## config.mk

```make
export PLATFORM = sky130hd
export DESIGN_NAME = temperature_stats_binner
export DESIGN_NICKNAME = d
export VERILOG_FILES = /design/src/rtl/core/tsb_pkg.sv /design/src/rtl/core/tsb_alu.sv /design/src/rtl/core/tsb_regs.sv /design/src/rtl/core/tsb_seq.sv /design/src/rtl/core/temperature_stats_binner.sv
export SDC_FILE = /design/constraint.sdc
export NUM_CORES = 1
export LEC_CHECK = 0
export BUFFER_PORTS_ARGS = -buffer_cell sky130_fd_sc_hd__buf_2
export CORE_MARGIN = 8
export CORE_UTILIZATION = 60
export CTS_CLUSTER_SIZE = 24
export DETAILED_ROUTE_END_ITERATION = 10
export PLACE_DENSITY_LB_ADDON = 0.05
export SYNTH_ARGS = -nofsm -noshare
export SYNTH_HDL_FRONTEND = slang
export SYNTH_SLANG_ARGS = --single-unit
```

## constraint.sdc

```tcl
create_clock -name clk -period 13.55 [get_ports clk]
set_input_delay 1.355 -clock clk [delete_from_list [all_inputs] [get_ports clk]]
set_output_delay 1.355 -clock clk [all_outputs]
set_load 0.02 [all_outputs]
```

## src/rtl/core/tsb_pkg.sv

```systemverilog
`timescale 1ns / 1ps

package tsb_pkg;

  // Run limits and field widths.
  localparam int MAX_READINGS = 128;
  localparam int TEMP_W       = 15;
  localparam int READING_W    = 16;
  localparam int CNT_W        = 8;
  localparam int POS_W        = 8;
  localparam int IDX_W        = 7;
  localparam int SUM_W        = 23;
  localparam int MEAN_W       = 15;
  localparam int REM_W        = SUM_W - MEAN_W;
  localparam int UNIT_W       = SUM_W + 1;
  localparam int DCNT_W       = 4;
  localparam int NUM_BINS     = 4;

  // Configuration port.
  localparam int ADDR_W = 4;
  localparam int DATA_W = 32;

  // Register reset values, hundredths of a degree.
  localparam logic [TEMP_W-1:0] NORMAL_RESET   = 15'd2900;
  localparam logic [TEMP_W-1:0] WARNING_RESET  = 15'd4400;
  localparam logic [TEMP_W-1:0] CRITICAL_RESET = 15'd5900;
  localparam logic [TEMP_W-1:0] ALARM_RESET    = 15'd4500;

  // Register indexes.
  localparam logic [1:0] REG_NORMAL   = 2'd0;
  localparam logic [1:0] REG_WARNING  = 2'd1;
  localparam logic [1:0] REG_CRITICAL = 2'd2;
  localparam logic [1:0] REG_ALARM    = 2'd3;

  // Histogram bins.
  localparam int BIN_NORMAL   = 0;
  localparam int BIN_WARNING  = 1;
  localparam int BIN_CRITICAL = 2;
  localparam int BIN_SHUTDOWN = 3;

  typedef struct packed {
    logic [TEMP_W-1:0] normal_limit;
    logic [TEMP_W-1:0] warning_limit;
    logic [TEMP_W-1:0] critical_limit;
    logic [TEMP_W-1:0] alarm_threshold;
  } cfg_t;

  // Request to the shared add/subtract unit.
  typedef struct packed {
    logic [UNIT_W-1:0] a;
    logic [UNIT_W-1:0] b;
    logic              sub;
  } alu_req_t;

  typedef struct packed {
    logic [UNIT_W-1:0] res;
    logic              neg;
  } alu_res_t;

  typedef struct packed {
    logic              valid;
    logic [TEMP_W-1:0] min_reading;
    logic [TEMP_W-1:0] max_reading;
    logic [MEAN_W-1:0] mean_reading;
    logic [CNT_W-1:0]  normal_count;
    logic [CNT_W-1:0]  warning_count;
    logic [CNT_W-1:0]  critical_count;
    logic [CNT_W-1:0]  shutdown_count;
    logic [CNT_W-1:0]  error_count;
    logic              alarm_found;
    logic [IDX_W-1:0]  alarm_index;
    logic              none_valid;
  } result_t;

  // Counter that stops at the run limit.
  function automatic logic [CNT_W-1:0] sat_inc(input logic [CNT_W-1:0] v);
    return (v < CNT_W'(MAX_READINGS)) ? v + CNT_W'(1) : v;
  endfunction

endpackage

```

## src/rtl/core/tsb_alu.sv

```systemverilog
`timescale 1ns / 1ps

module tsb_alu import tsb_pkg::*; (
  input  alu_req_t req,
  output alu_res_t rsp
);

  logic [UNIT_W-1:0] b_eff;

  // One adder serves add, subtract and compare; the top bit flags a negative difference.
  assign b_eff   = req.sub ? ~req.b : req.b;
  assign rsp.res = req.a + b_eff + UNIT_W'(req.sub);
  assign rsp.neg = rsp.res[UNIT_W-1];

endmodule

```

## src/rtl/core/tsb_regs.sv

```systemverilog
`timescale 1ns / 1ps

module tsb_regs import tsb_pkg::*; (
  input  logic              clk,
  input  logic              rst_n,
  input  logic              psel,
  input  logic              penable,
  input  logic              pwrite,
  input  logic [ADDR_W-1:0] paddr,
  input  logic [DATA_W-1:0] pwdata,
  output logic [DATA_W-1:0] prdata,
  output logic              pready,
  output cfg_t              cfg
);

  cfg_t       cfg_r;
  cfg_t       cfg_nxt;
  logic [1:0] reg_idx;
  logic       wr_en;

  assign pready  = 1'b1;
  assign reg_idx = paddr[ADDR_W-1:2];
  assign wr_en   = psel & penable & pwrite & pready;
  assign cfg     = cfg_r;

  // Register write on the access phase of a transfer.
  always_comb begin
    cfg_nxt = cfg_r;
    if (wr_en) begin
      unique case (reg_idx)
        REG_NORMAL:   cfg_nxt.normal_limit    = pwdata[TEMP_W-1:0];
        REG_WARNING:  cfg_nxt.warning_limit   = pwdata[TEMP_W-1:0];
        REG_CRITICAL: cfg_nxt.critical_limit  = pwdata[TEMP_W-1:0];
        REG_ALARM:    cfg_nxt.alarm_threshold = pwdata[TEMP_W-1:0];
      endcase
    end
  end

  always_ff @(posedge clk) begin
    if (!rst_n) begin
      cfg_r.normal_limit    <= NORMAL_RESET;
      cfg_r.warning_limit   <= WARNING_RESET;
      cfg_r.critical_limit  <= CRITICAL_RESET;
      cfg_r.alarm_threshold <= ALARM_RESET;
    end else begin
      cfg_r <= cfg_nxt;
    end
  end

  // Read data is the selected register, zero extended.
  always_comb begin
    unique case (reg_idx)
      REG_NORMAL:   prdata = DATA_W'(cfg_r.normal_limit);
      REG_WARNING:  prdata = DATA_W'(cfg_r.warning_limit);
      REG_CRITICAL: prdata = DATA_W'(cfg_r.critical_limit);
      REG_ALARM:    prdata = DATA_W'(cfg_r.alarm_threshold);
    endcase
  end

endmodule

```

## src/rtl/core/tsb_seq.sv

```systemverilog
`timescale 1ns / 1ps

module tsb_seq import tsb_pkg::*; (
  input  logic                 clk,
  input  logic                 rst_n,
  input  logic                 start,
  input  logic [READING_W-1:0] reading,
  input  logic                 last,
  input  cfg_t                 cfg,
  output logic                 busy,
  output alu_req_t             alu_req,
  input  alu_res_t             alu_rsp,
  output result_t              result
);

  typedef enum logic [10:0] {
    ST_IDLE  = 11'b000_0000_0001,
    ST_MIN   = 11'b000_0000_0010,
    ST_MAX   = 11'b000_0000_0100,
    ST_NORM  = 11'b000_0000_1000,
    ST_WARN  = 11'b000_0001_0000,
    ST_CRIT  = 11'b000_0010_0000,
    ST_ALARM = 11'b000_0100_0000,
    ST_SUM   = 11'b000_1000_0000,
    ST_END   = 11'b001_0000_0000,
    ST_DIV   = 11'b010_0000_0000,
    ST_OUT   = 11'b100_0000_0000
  } state_t;

  state_t            state_r, state_nxt;
  logic [TEMP_W-1:0] rd_r, rd_nxt;
  logic              neg_r, neg_nxt;
  logic              last_r, last_nxt;
  logic [SUM_W-1:0]  sum_r, sum_nxt;
  logic [CNT_W-1:0]  vcnt_r, vcnt_nxt;
  logic [TEMP_W-1:0] min_r, min_nxt;
  logic [TEMP_W-1:0] max_r, max_nxt;
  logic              seen_r, seen_nxt;
  logic [CNT_W-1:0]  bin_r [NUM_BINS];
  logic [CNT_W-1:0]  bin_nxt [NUM_BINS];
  logic [CNT_W-1:0]  err_r, err_nxt;
  logic              alarm_r, alarm_nxt;
  logic [IDX_W-1:0]  apos_r, apos_nxt;
  logic [POS_W-1:0]  pos_r, pos_nxt;
  logic [REM_W-1:0]  rem_r, rem_nxt;
  logic [DCNT_W-1:0] dcnt_r, dcnt_nxt;
  logic [REM_W:0]    trial;
  logic              qbit;

  assign busy  = (state_r != ST_IDLE);
  assign trial = {rem_r, sum_r[MEAN_W-1]};
  assign qbit  = ~alu_rsp.neg;

  // Operand selection for the shared unit.
  always_comb begin
    alu_req = '0;
    unique case (state_r)
      ST_MIN: begin
        alu_req.a   = UNIT_W'(rd_r);
        alu_req.b   = UNIT_W'(min_r);
        alu_req.sub = 1'b1;
      end
      ST_MAX: begin
        alu_req.a   = UNIT_W'(max_r);
        alu_req.b   = UNIT_W'(rd_r);
        alu_req.sub = 1'b1;
      end
      ST_NORM: begin
        alu_req.a   = UNIT_W'(cfg.normal_limit);
        alu_req.b   = UNIT_W'(rd_r);
        alu_req.sub = 1'b1;
      end
      ST_WARN: begin
        alu_req.a   = UNIT_W'(cfg.warning_limit);
        alu_req.b   = UNIT_W'(rd_r);
        alu_req.sub = 1'b1;
      end
      ST_CRIT: begin
        alu_req.a   = UNIT_W'(cfg.critical_limit);
        alu_req.b   = UNIT_W'(rd_r);
        alu_req.sub = 1'b1;
      end
      ST_ALARM: begin
        alu_req.a   = UNIT_W'(rd_r);
        alu_req.b   = UNIT_W'(cfg.alarm_threshold);
        alu_req.sub = 1'b1;
      end
      ST_SUM: begin
        alu_req.a   = UNIT_W'(sum_r);
        alu_req.b   = UNIT_W'(rd_r);
        alu_req.sub = 1'b0;
      end
      ST_DIV: begin
        alu_req.a   = UNIT_W'(trial);
        alu_req.b   = UNIT_W'(vcnt_r);
        alu_req.sub = 1'b1;
      end
      ST_IDLE, ST_END, ST_OUT: begin
        alu_req = '0;
      end
      default: begin
        alu_req = '0;
      end
    endcase
  end

  // Sequencer: one compare or add per step, then restoring division on the last reading.
  always_comb begin
    state_nxt = state_r;
    rd_nxt    = rd_r;
    neg_nxt   = neg_r;
    last_nxt  = last_r;
    sum_nxt   = sum_r;
    vcnt_nxt  = vcnt_r;
    min_nxt   = min_r;
    max_nxt   = max_r;
    seen_nxt  = seen_r;
    bin_nxt   = bin_r;
    err_nxt   = err_r;
    alarm_nxt = alarm_r;
    apos_nxt  = apos_r;
    pos_nxt   = pos_r;
    rem_nxt   = rem_r;
    dcnt_nxt  = dcnt_r;

    unique case (state_r)
      ST_IDLE: begin
        if (start) begin
          rd_nxt    = reading[TEMP_W-1:0];
          neg_nxt   = reading[READING_W-1];
          last_nxt  = last;
          state_nxt = reading[READING_W-1] ? ST_END : ST_MIN;
        end
      end
      ST_MIN: begin
        if (!seen_r || alu_rsp.neg) begin
          min_nxt = rd_r;
        end
        state_nxt = ST_MAX;
      end
      ST_MAX: begin
        if (!seen_r || alu_rsp.neg) begin
          max_nxt = rd_r;
        end
        seen_nxt  = 1'b1;
        state_nxt = ST_NORM;
      end
      ST_NORM: begin
        if (!alu_rsp.neg) begin
          bin_nxt[BIN_NORMAL] = sat_inc(bin_r[BIN_NORMAL]);
          state_nxt           = ST_ALARM;
        end else begin
          state_nxt = ST_WARN;
        end
      end
      ST_WARN: begin
        if (!alu_rsp.neg) begin
          bin_nxt[BIN_WARNING] = sat_inc(bin_r[BIN_WARNING]);
          state_nxt            = ST_ALARM;
        end else begin
          state_nxt = ST_CRIT;
        end
      end
      ST_CRIT: begin
        if (!alu_rsp.neg) begin
          bin_nxt[BIN_CRITICAL] = sat_inc(bin_r[BIN_CRITICAL]);
        end else begin
          bin_nxt[BIN_SHUTDOWN] = sat_inc(bin_r[BIN_SHUTDOWN]);
        end
        state_nxt = ST_ALARM;
      end
      ST_ALARM: begin
        if (!alarm_r && !alu_rsp.neg) begin
          alarm_nxt = 1'b1;
          apos_nxt  = pos_r[IDX_W-1:0];
        end
        state_nxt = ST_SUM;
      end
      ST_SUM: begin
        // The mean covers only the readings that fit under the run limit.
        if (vcnt_r < CNT_W'(MAX_READINGS)) begin
          sum_nxt  = alu_rsp.res[SUM_W-1:0];
          vcnt_nxt = vcnt_r + CNT_W'(1);
        end
        state_nxt = ST_END;
      end
      ST_END: begin
        if (neg_r) begin
          err_nxt = sat_inc(err_r);
        end
        if (!last_r) begin
          if (pos_r < POS_W'(MAX_READINGS - 1)) begin
            pos_nxt = pos_r + POS_W'(1);
          end
          state_nxt = ST_IDLE;
        end else if (seen_r || !neg_r) begin
          // Quotient fits in MEAN_W bits, so the upper sum bits seed the remainder.
          rem_nxt   = sum_r[SUM_W-1:MEAN_W];
          dcnt_nxt  = DCNT_W'(MEAN_W - 1);
          state_nxt = ST_DIV;
        end else begin
          state_nxt = ST_OUT;
        end
      end
      ST_DIV: begin
        rem_nxt              = qbit ? alu_rsp.res[REM_W-1:0] : trial[REM_W-1:0];
        sum_nxt[MEAN_W-1:0]  = {sum_r[MEAN_W-2:0], qbit};
        dcnt_nxt             = dcnt_r - DCNT_W'(1);
        if (dcnt_r == '0) begin
          state_nxt = ST_OUT;
        end
      end
      ST_OUT: begin
        sum_nxt   = '0;
        vcnt_nxt  = '0;
        min_nxt   = '0;
        max_nxt   = '0;
        seen_nxt  = 1'b0;
        bin_nxt   = '{default: '0};
        err_nxt   = '0;
        alarm_nxt = 1'b0;
        apos_nxt  = '0;
        pos_nxt   = '0;
        state_nxt = ST_IDLE;
      end
      default: begin
        state_nxt = ST_IDLE;
      end
    endcase
  end

  // Control and run state.
  always_ff @(posedge clk) begin
    if (!rst_n) begin
      state_r <= ST_IDLE;
      sum_r   <= '0;
      vcnt_r  <= '0;
      min_r   <= '0;
      max_r   <= '0;
      seen_r  <= 1'b0;
      bin_r   <= '{default: '0};
      err_r   <= '0;
      alarm_r <= 1'b0;
      apos_r  <= '0;
      pos_r   <= '0;
    end else begin
      state_r <= state_nxt;
      sum_r   <= sum_nxt;
      vcnt_r  <= vcnt_nxt;
      min_r   <= min_nxt;
      max_r   <= max_nxt;
      seen_r  <= seen_nxt;
      bin_r   <= bin_nxt;
      err_r   <= err_nxt;
      alarm_r <= alarm_nxt;
      apos_r  <= apos_nxt;
      pos_r   <= pos_nxt;
    end
  end

  // Item and division payload.
  always_ff @(posedge clk) begin
    rd_r   <= rd_nxt;
    neg_r  <= neg_nxt;
    last_r <= last_nxt;
    rem_r  <= rem_nxt;
    dcnt_r <= dcnt_nxt;
  end

  // Summary fields; unused fields are already zero when no reading was valid.
  assign result.valid          = (state_r == ST_OUT);
  assign result.min_reading    = min_r;
  assign result.max_reading    = max_r;
  assign result.mean_reading   = sum_r[MEAN_W-1:0];
  assign result.normal_count   = bin_r[BIN_NORMAL];
  assign result.warning_count  = bin_r[BIN_WARNING];
  assign result.critical_count = bin_r[BIN_CRITICAL];
  assign result.shutdown_count = bin_r[BIN_SHUTDOWN];
  assign result.error_count    = err_r;
  assign result.alarm_found    = alarm_r;
  assign result.alarm_index    = apos_r;
  assign result.none_valid     = ~seen_r;

endmodule

```

## src/rtl/core/temperature_stats_binner.sv

```systemverilog
`timescale 1ns / 1ps
// Temperature run statistics with a four-band histogram.
// Input: a reading (signed hundredths of a degree) and a last flag are taken
// at a clock edge with start high and busy low. Negative readings are counted
// as errors and otherwise skipped.
// Each reading passes through one shared add/subtract unit, one operation per
// cycle: a valid reading keeps busy high through min, max, one to three band
// compares, alarm, sum and wrap-up; an error reading through the wrap-up only.
// A reading marked last adds restoring division (one quotient bit per cycle,
// skipped when no reading was valid) and an output step.
// Output: out_valid is high for exactly one cycle with the summary on the
// out_ ports; the receiver cannot stall, so the result must be taken then.
// The run state clears after the summary.
// Configuration: APB-style port, four 15-bit limit registers at byte addresses
// 0, 4, 8 and 12. The user writes them only while the block is idle; the block
// does not enforce this. Reset (rst_n low, synchronous) restores the register
// defaults and clears the run state.

module temperature_stats_binner import tsb_pkg::*; (
  input  logic                 clk,
  input  logic                 rst_n,
  input  logic                 start,
  output logic                 busy,
  input  logic [READING_W-1:0] in_reading,
  input  logic                 in_last,
  output logic                 out_valid,
  output logic [TEMP_W-1:0]    out_min_reading,
  output logic [TEMP_W-1:0]    out_max_reading,
  output logic [MEAN_W-1:0]    out_mean_reading,
  output logic [CNT_W-1:0]     out_normal_count,
  output logic [CNT_W-1:0]     out_warning_count,
  output logic [CNT_W-1:0]     out_critical_count,
  output logic [CNT_W-1:0]     out_shutdown_count,
  output logic [CNT_W-1:0]     out_error_count,
  output logic                 out_alarm_found,
  output logic [IDX_W-1:0]     out_alarm_index,
  output logic                 out_none_valid,
  input  logic                 psel,
  input  logic                 penable,
  input  logic                 pwrite,
  input  logic [ADDR_W-1:0]    paddr,
  input  logic [DATA_W-1:0]    pwdata,
  output logic [DATA_W-1:0]    prdata,
  output logic                 pready
);

  cfg_t     cfg;
  alu_req_t alu_req;
  alu_res_t alu_rsp;
  result_t  result;

  // Configuration registers.
  tsb_regs u_regs (
    .clk     (clk),
    .rst_n   (rst_n),
    .psel    (psel),
    .penable (penable),
    .pwrite  (pwrite),
    .paddr   (paddr),
    .pwdata  (pwdata),
    .prdata  (prdata),
    .pready  (pready),
    .cfg     (cfg)
  );

  // Sequencer and run state.
  tsb_seq u_seq (
    .clk     (clk),
    .rst_n   (rst_n),
    .start   (start),
    .reading (in_reading),
    .last    (in_last),
    .cfg     (cfg),
    .busy    (busy),
    .alu_req (alu_req),
    .alu_rsp (alu_rsp),
    .result  (result)
  );

  // Shared add/subtract unit.
  tsb_alu u_alu (
    .req (alu_req),
    .rsp (alu_rsp)
  );

  assign out_valid          = result.valid;
  assign out_min_reading    = result.min_reading;
  assign out_max_reading    = result.max_reading;
  assign out_mean_reading   = result.mean_reading;
  assign out_normal_count   = result.normal_count;
  assign out_warning_count  = result.warning_count;
  assign out_critical_count = result.critical_count;
  assign out_shutdown_count = result.shutdown_count;
  assign out_error_count    = result.error_count;
  assign out_alarm_found    = result.alarm_found;
  assign out_alarm_index    = result.alarm_index;
  assign out_none_valid     = result.none_valid;

`ifndef SYNTH
  // An accepted reading always makes the block busy on the next cycle.
  a_accept_busy: assert property (@(posedge clk) disable iff (!rst_n)
    (start && !busy) |=> busy)
    else $error("block not busy after an accepted reading");

  // A summary transfer only happens while busy, and the block is free right after.
  a_out_busy: assert property (@(posedge clk) disable iff (!rst_n)
    out_valid |-> busy)
    else $error("summary shown while idle");

  a_out_then_idle: assert property (@(posedge clk) disable iff (!rst_n)
    out_valid |=> (!busy && !out_valid))
    else $error("block still busy after the summary transfer");

  // An empty run reports zero statistics.
  a_empty_run: assert property (@(posedge clk) disable iff (!rst_n)
    (out_valid && out_none_valid) |-> (out_min_reading == '0 && out_max_reading == '0
      && out_mean_reading == '0 && !out_alarm_found))
    else $error("empty run reported nonzero statistics");
`endif

endmodule
```

Word-level counts from Yosys, hierarchy flattened
Index checks and enable logic that the tools add are counted.
- $add $sub $neg: 10
- $lt $le $gt $ge: 7
- equal/unequal tests: 35
- mux-type cells: 48
- bitwise operators: 5
- reduce and logical (&&, ||, !) cells: 37
- operators by type and width (kind ; number):
    $pmux W48 S8 ; 1
    $mux W8 ; 16
    $pmux W32 S4 ; 1
    $pmux W8 S2 ; 7
    $pmux W11 S10 ; 1
    $pmux W15 S2 ; 2
    $add A8 B1 Y8 const B ; 7
    $lt A8 B8 Y1 const B ; 6
    $pmux W15 S3 ; 1
    $mux W11 ; 4
    $pmux W16 S2 ; 1
    $ne A2 B1 Y1 const B ; 15
    $add A23 B24 Y24 ; 1
    $add A24 B1 Y24 ; 1
    $mux W24 ; 1
    $not A24 Y24 ; 1
    $mux W23 ; 1
    $reduce_and A2 Y1 ; 11
    $mux W7 ; 3
    $reduce_and A3 Y1 ; 7
    $reduce_bool A2 Y1 ; 9
    $mux W15 ; 1
    $pmux W7 S2 ; 1
    $eq A11 B1 Y1 const B ; 1
    29 further kinds ; 42
- register bits after elaboration: 218
- output and inout bits: 129
- logic and storage cells: 166

Logic depth before layout (Yosys ltp)
- depth in word-level cells: 10
- mapped depth: 22
- depth with buffers taken out: 18

Modules after synthesis
A second synthesis with hierarchy kept.
- cell total of the unflattened synthesis: 1432
- area total of the unflattened synthesis: 12428.2 um2
- by module, submodules not included (module ; times used ; cells an instance ; area each (um2)):
    tsb_seq ; 1 ; 948 ; 8076.5
    tsb_regs ; 1 ; 275 ; 2844.0
    tsb_alu ; 1 ; 209 ; 1507.7

Least setup slack after synthesis
No wires, ideal clock.
- path type: flip-flop to flip-flop
- from: register u_seq.state_r[8]
- to: register u_seq.bin_r, in the netlist u_seq.result[30]
- setup time: 70 ps
- arrival time: 4682 ps
- setup slack: 8798 ps
- stages on the path, launching flop included: 22
- period minus slack after synthesis: 4752 ps
- cells stage by stage: dfxtp_1 or3_1 buf_2 or3_1 buf_2 a2111oi_4 nor3_2 clkinv_1 a21oi_1 nor2_1 ha_1 a21o_1 a21o_1 a21oi_1 o21ai_0 nor2b_1 o211a_4 o21ai_4 buf_4 nand4b_4 or3_1 a21boi_1
- word-level cells in the longest chain between the ends: 8
- elaborated cells between the ends (all ways): 19
- RTL lines (element ; line ; RTL):
    start, declared ; tsb_seq.sv:30 ; state_t state_r, state_nxt;
    start signal, assigned ; tsb_seq.sv:247 ; state_r <= state_nxt;
    $eq A11 B10 Y1, or another cell as far along ; tsb_seq.sv:57 ; unique case (state_r)
    $pmux W48 S8 ; tsb_seq.sv:57 ;
    $not A24 Y24 ; tsb_alu.sv:11 ; assign b_eff = req.sub ? ~req.b : req.b;
    $mux W24 ; tsb_alu.sv:11 ;
    $add A23 B24 Y24 ; tsb_alu.sv:12 ; assign rsp.res = req.a + b_eff + UNIT_W'(req.sub);
    $add A24 B1 Y24 ; tsb_alu.sv:12 ;
    $ne A2 B2 Y1 (no source line) ; - ;
    $reduce_and A3 Y1 (no source line) ; - ;
    end signal, assigned ; tsb_seq.sv:253 ; bin_r <= bin_nxt;
    end, declared ; tsb_seq.sv:39 ; logic [CNT_W-1:0] bin_r [NUM_BINS];
Parallel ways exist; a longest one is shown, timed or not.
A chain may end at the register's enable or synchronous reset.

Worst setup path after layout
- from: register u_seq.state_r[8]
- to: register u_seq.apos_r[0]
- word-level cells in the longest chain between the ends: 10
- elaborated cells between the ends (all ways): 20
- RTL lines (element ; line ; RTL):
    $eq A11 B10 Y1, or another cell as far along ; tsb_seq.sv:57 ;
    $pmux W48 S8 ; tsb_seq.sv:57 ;
    $not A24 Y24 ; tsb_alu.sv:11 ;
    $mux W24 ; tsb_alu.sv:11 ;
    $add A23 B24 Y24 ; tsb_alu.sv:12 ;
    $add A24 B1 Y24 ; tsb_alu.sv:12 ;
    $logic_not A1 Y1 ; - ;
    $logic_and A1 B1 Y1 ; tsb_seq.sv:173 ; if (!alarm_r && !alu_rsp.neg) begin
    $ne A2 B1 Y1 (no source line) ; - ;
    $reduce_and A2 Y1 (no source line) ; - ;
    end signal, assigned ; tsb_seq.sv:256 ; apos_r <= apos_nxt;
    end, declared ; tsb_seq.sv:43 ; logic [IDX_W-1:0] apos_r, apos_nxt;
Parallel ways exist; a longest one is shown, timed or not.

==> reports/results.tsv <==
metric	value	unit
timing.hold.ws	473.2	ps
final-max-slew-violation-count	0	
dr.pass1.iters	6	
syn_area	0.01170	mm^2
dr.first_iter.drc_count	1156	
route.detailed.vias_per_inst	6.208	
hp-start	u_seq.apos_r[3]	
clock-skew-final	8.502	ps
critical_path_required	13940	ps
die_h	155.6	um
finalInstanceArea	0.01318	mm^2
leakagePower	5.440	nW
cts-resized-gates	0	
report.power.total	1.378	mW
ctsRootBufferMaster	clkbuf_16	
cts_num_sinks	218	
drc	0	
num_io_pins	188	
setup.reg_to_reg.worst_slack	7000	ps
cts.path.max_buffers	3	
async_flop_share	0	%
final_hold_viol_count	0	
route.vias.total	10795	
sequential_area_share_after_synthesis	39.78	%
utilization	68.38	%
power_per_cell_area	104.6	mW/mm^2
holdCritPathClass	reg2reg	
pre_cts_slack	7113	ps
grt-ovfl-total	0	
hold_path_depth	2	
detail_route.wl_per_cell	21.25	um
holdBufCountCts	0	
detail-route-antenna-nets	0	
outcome	finished, final reports clean	
area_growth	12.63	%
post_synth_num_cell_types	75	
use_met3	8.504	%
syn_inst	1362	
groute.layer.met1.usage	39.80	%
worst_hold_path.endpoint	u_seq.apos_r[3]	
regToRegEndpoint	u_seq.apos_r[0]	
global_route_wire_length_before_repair	57730	um
finalWeightedCongestion	0.9348	
layoutNonFillerInstCount	1739	
die_x	155.6	um
top_usage_layer	met2	
fillerInstances	1621	
layout.cells.most_common_list	nand2_1 (265), dfxtp_1 (189), buf_2 (150), nor2_1 (97), nand3_1 (83)	
start_util	60.71	%
critPathKind	reg2reg	
syn_area_per_cell	8.590	um^2
setup_viol	0	
crit_path_end_kind	flip-flop	
grt_pass1_vias	10350	
worstSkewPairLatency	520	ps
vdd_ir_drop_max	0.1036	mV
dpl-instance-area	0.01243	mm^2
maxCapViolCount	0	
number_of_antenna_violations_at_the_first_check_in_global_routing	1	
ys_seq_elements	218	
post-dp-hpwl	25350	um
grt_setup_unrepaired	no	
post_route_cells_drive_above_1_share	16.84	%
cts_max_level	1	
final_sum_of_negative_setup_slack	0	ps
max_slew.worst_pin.slew	988.9	ps
grt_max_degree	61	
warning_count_from_the_yosys_run	0	
drt_wl_total	36950	um
final_period_utilization	48.32	%
number_of_cts_inserted_buffers	24	
place_inst	1694	
fin_crit	6547	ps
cts_tree	done	
cts_setup_buffers	0	
reg2regPathDepth	20	
final_common_cell	nand2_1	
critPathLaunchType	flip-flop	
worstReg2RegStart	u_seq.state_r[8]	
placeableCoreArea	0.01927	mm^2
crit_path_max_fanout	17	
gr-usage-all-layers	29.91	%
die-area	0.02422	mm^2
io_buffer_count	150	
fin_ws	7003	ps
synth_edf_count	29	
slew-limit-headroom	34.07	%
grt_use_met2	46.18	%
max_freq	152.7	MHz
worst-endpoint-arrival	6940	ps
row_count	51	
yosys_most_used_dff	dfxtp_1	
cts.clk_slew.worst_paths	60	ps
num-nets-final	1545	
area by class of cell:
| class | count | area, um^2 | area share (%) |
|---|---|---|---|
| multi-input combinational | 1023 | 6469 | 49.09 |
| sequential | 218 | 4654 | 35.32 |
| timing repair buffer | 171 | 908.4 | 6.893 |
| clock buffer | 31 | 648.1 | 4.918 |
| tap | 265 | 331.6 | 2.516 |
| clock inverter | 13 | 100.1 | 0.7596 |
| inverter | 17 | 63.81 | 0.4842 |
| antenna | 1 | 2.502 | 0.01899 |
per-layer routing:
metal  up-vias  part of all wire [%]
met5         -                 0.027
met4         2                   2.6
met3        70                    12
met2       603                    44
met1      5089                    41
li1       5031                     -
worst max-delay path by stage:
stage	startpoint	to	slack, ps	cells after the start
final	u_seq.state_r[8]	u_seq.apos_r[0]	7000	20
after global routing	u_seq.state_r[8]	u_seq.apos_r[0]	6710	20
after CTS	u_seq.state_r[8]	u_seq.apos_r[0]	7080	20
after detailed placement	u_seq.state_r[8]	u_seq.apos_r[0]	7110	20
after global placement	u_seq.state_r[8]	u_seq.apos_r[3]	7170	20
after floorplan	u_seq.state_r[8]	u_seq.result[30]	8800	21
state kept, by name (all words and copies together) (netlist names):
register	count
u_seq.max_r	15
u_seq.rem_r	8
u_seq.vcnt_r	8
u_seq.neg_r	1
u_seq.alarm_r	1
u_seq.sum_r	23
u_seq.seen_r	1
u_seq.err_r	8
u_seq.state_r	11
u_regs.cfg	60
u_seq.result	32
u_seq.dcnt_r	4
u_seq.last_r	1
u_seq.rd_r	15
u_seq.min_r	15
u_seq.apos_r	7
u_seq.pos_r	8
cells by family (layout without fill, tap and decap cells):
logic type                 Yosys count  in the layout  share of synthesized area, %
and+or+nand+nor                    597            597                         24.15
adders and majority gates           31             31                         3.379
AOI/OAI and AO/OA                  280            280                         17.53
muxes                               46             46                         5.550
other                                2             19                       0.06419
xor gates and xnor gates            51             51                         3.818
DFF                                218            218                         39.78
buffers and inverters              137            232                         5.732
report_power, final:
| part | internal [mW] | switching [mW] | total [mW] |
|---|---|---|---|
| Combinational | 0.0225 | 0.0503 | 0.0728 |
| Sequential | 0.664 | 0.0108 | 0.674 |
| Clock | 0.358 | 0.273 | 0.631 |
Yosys cell counts (5+ instances only):
cell type | n | area, um^2
a21boi_0 | 57 | 427.9
a21o_1 | 13 | 97.59
a21oi_1 | 41 | 205.2
a221oi_1 | 7 | 61.31
a222oi_1 | 29 | 290.3
a22o_1 | 8 | 70.07
a22oi_1 | 12 | 90.09
a31oi_1 | 14 | 87.58
and2_1 | 20 | 125.1
and3_1 | 16 | 100.1
and4_1 | 6 | 52.55
buf_1 | 5 | 18.77
buf_2 | 8 | 40.04
buf_4 | 35 | 262.8
clkbuf_1 | 70 | 262.8
dfxtp_1 | 189 | 3784
edfxtp_1 | 29 | 870.8
ha_1 | 30 | 375.4
inv_1 | 16 | 60.06
mux2i_1 | 30 | 300.3
mux4_2 | 15 | 337.8
nand2_1 | 266 | 998.5
nand2b_1 | 13 | 81.33
nand3_1 | 83 | 415.4
nand3b_1 | 5 | 37.54
nand4_1 | 23 | 143.9
nor2_1 | 97 | 364.1
nor2b_1 | 12 | 75.07
nor3_1 | 14 | 70.07
o211ai_1 | 8 | 60.06
o21a_1 | 9 | 67.56
o21ai_0 | 47 | 235.2
or3_1 | 10 | 62.56
or4_1 | 7 | 52.55
xnor2_1 | 22 | 192.7
xor2_1 | 29 | 254.0
worst max-delay path, stage by stage (launching register included):
cell       delay (ps)
dfxtp_1           360
or3_1             560
or3_1             520
a2111oi_4         370
buf_4             320
nor3_2             80
buf_4             220
clkinv_1          410
a21oi_1            70
nor2_1            190
ha_1              310
a21o_1            220
a21o_1            180
a21oi_1           160
o21ai_0           170
nor2b_1           210
o211a_4           290
o21ai_4           420
and2_1            640
nand3b_1          470
mux2i_1           220
(Power assumes the default switching activity.)
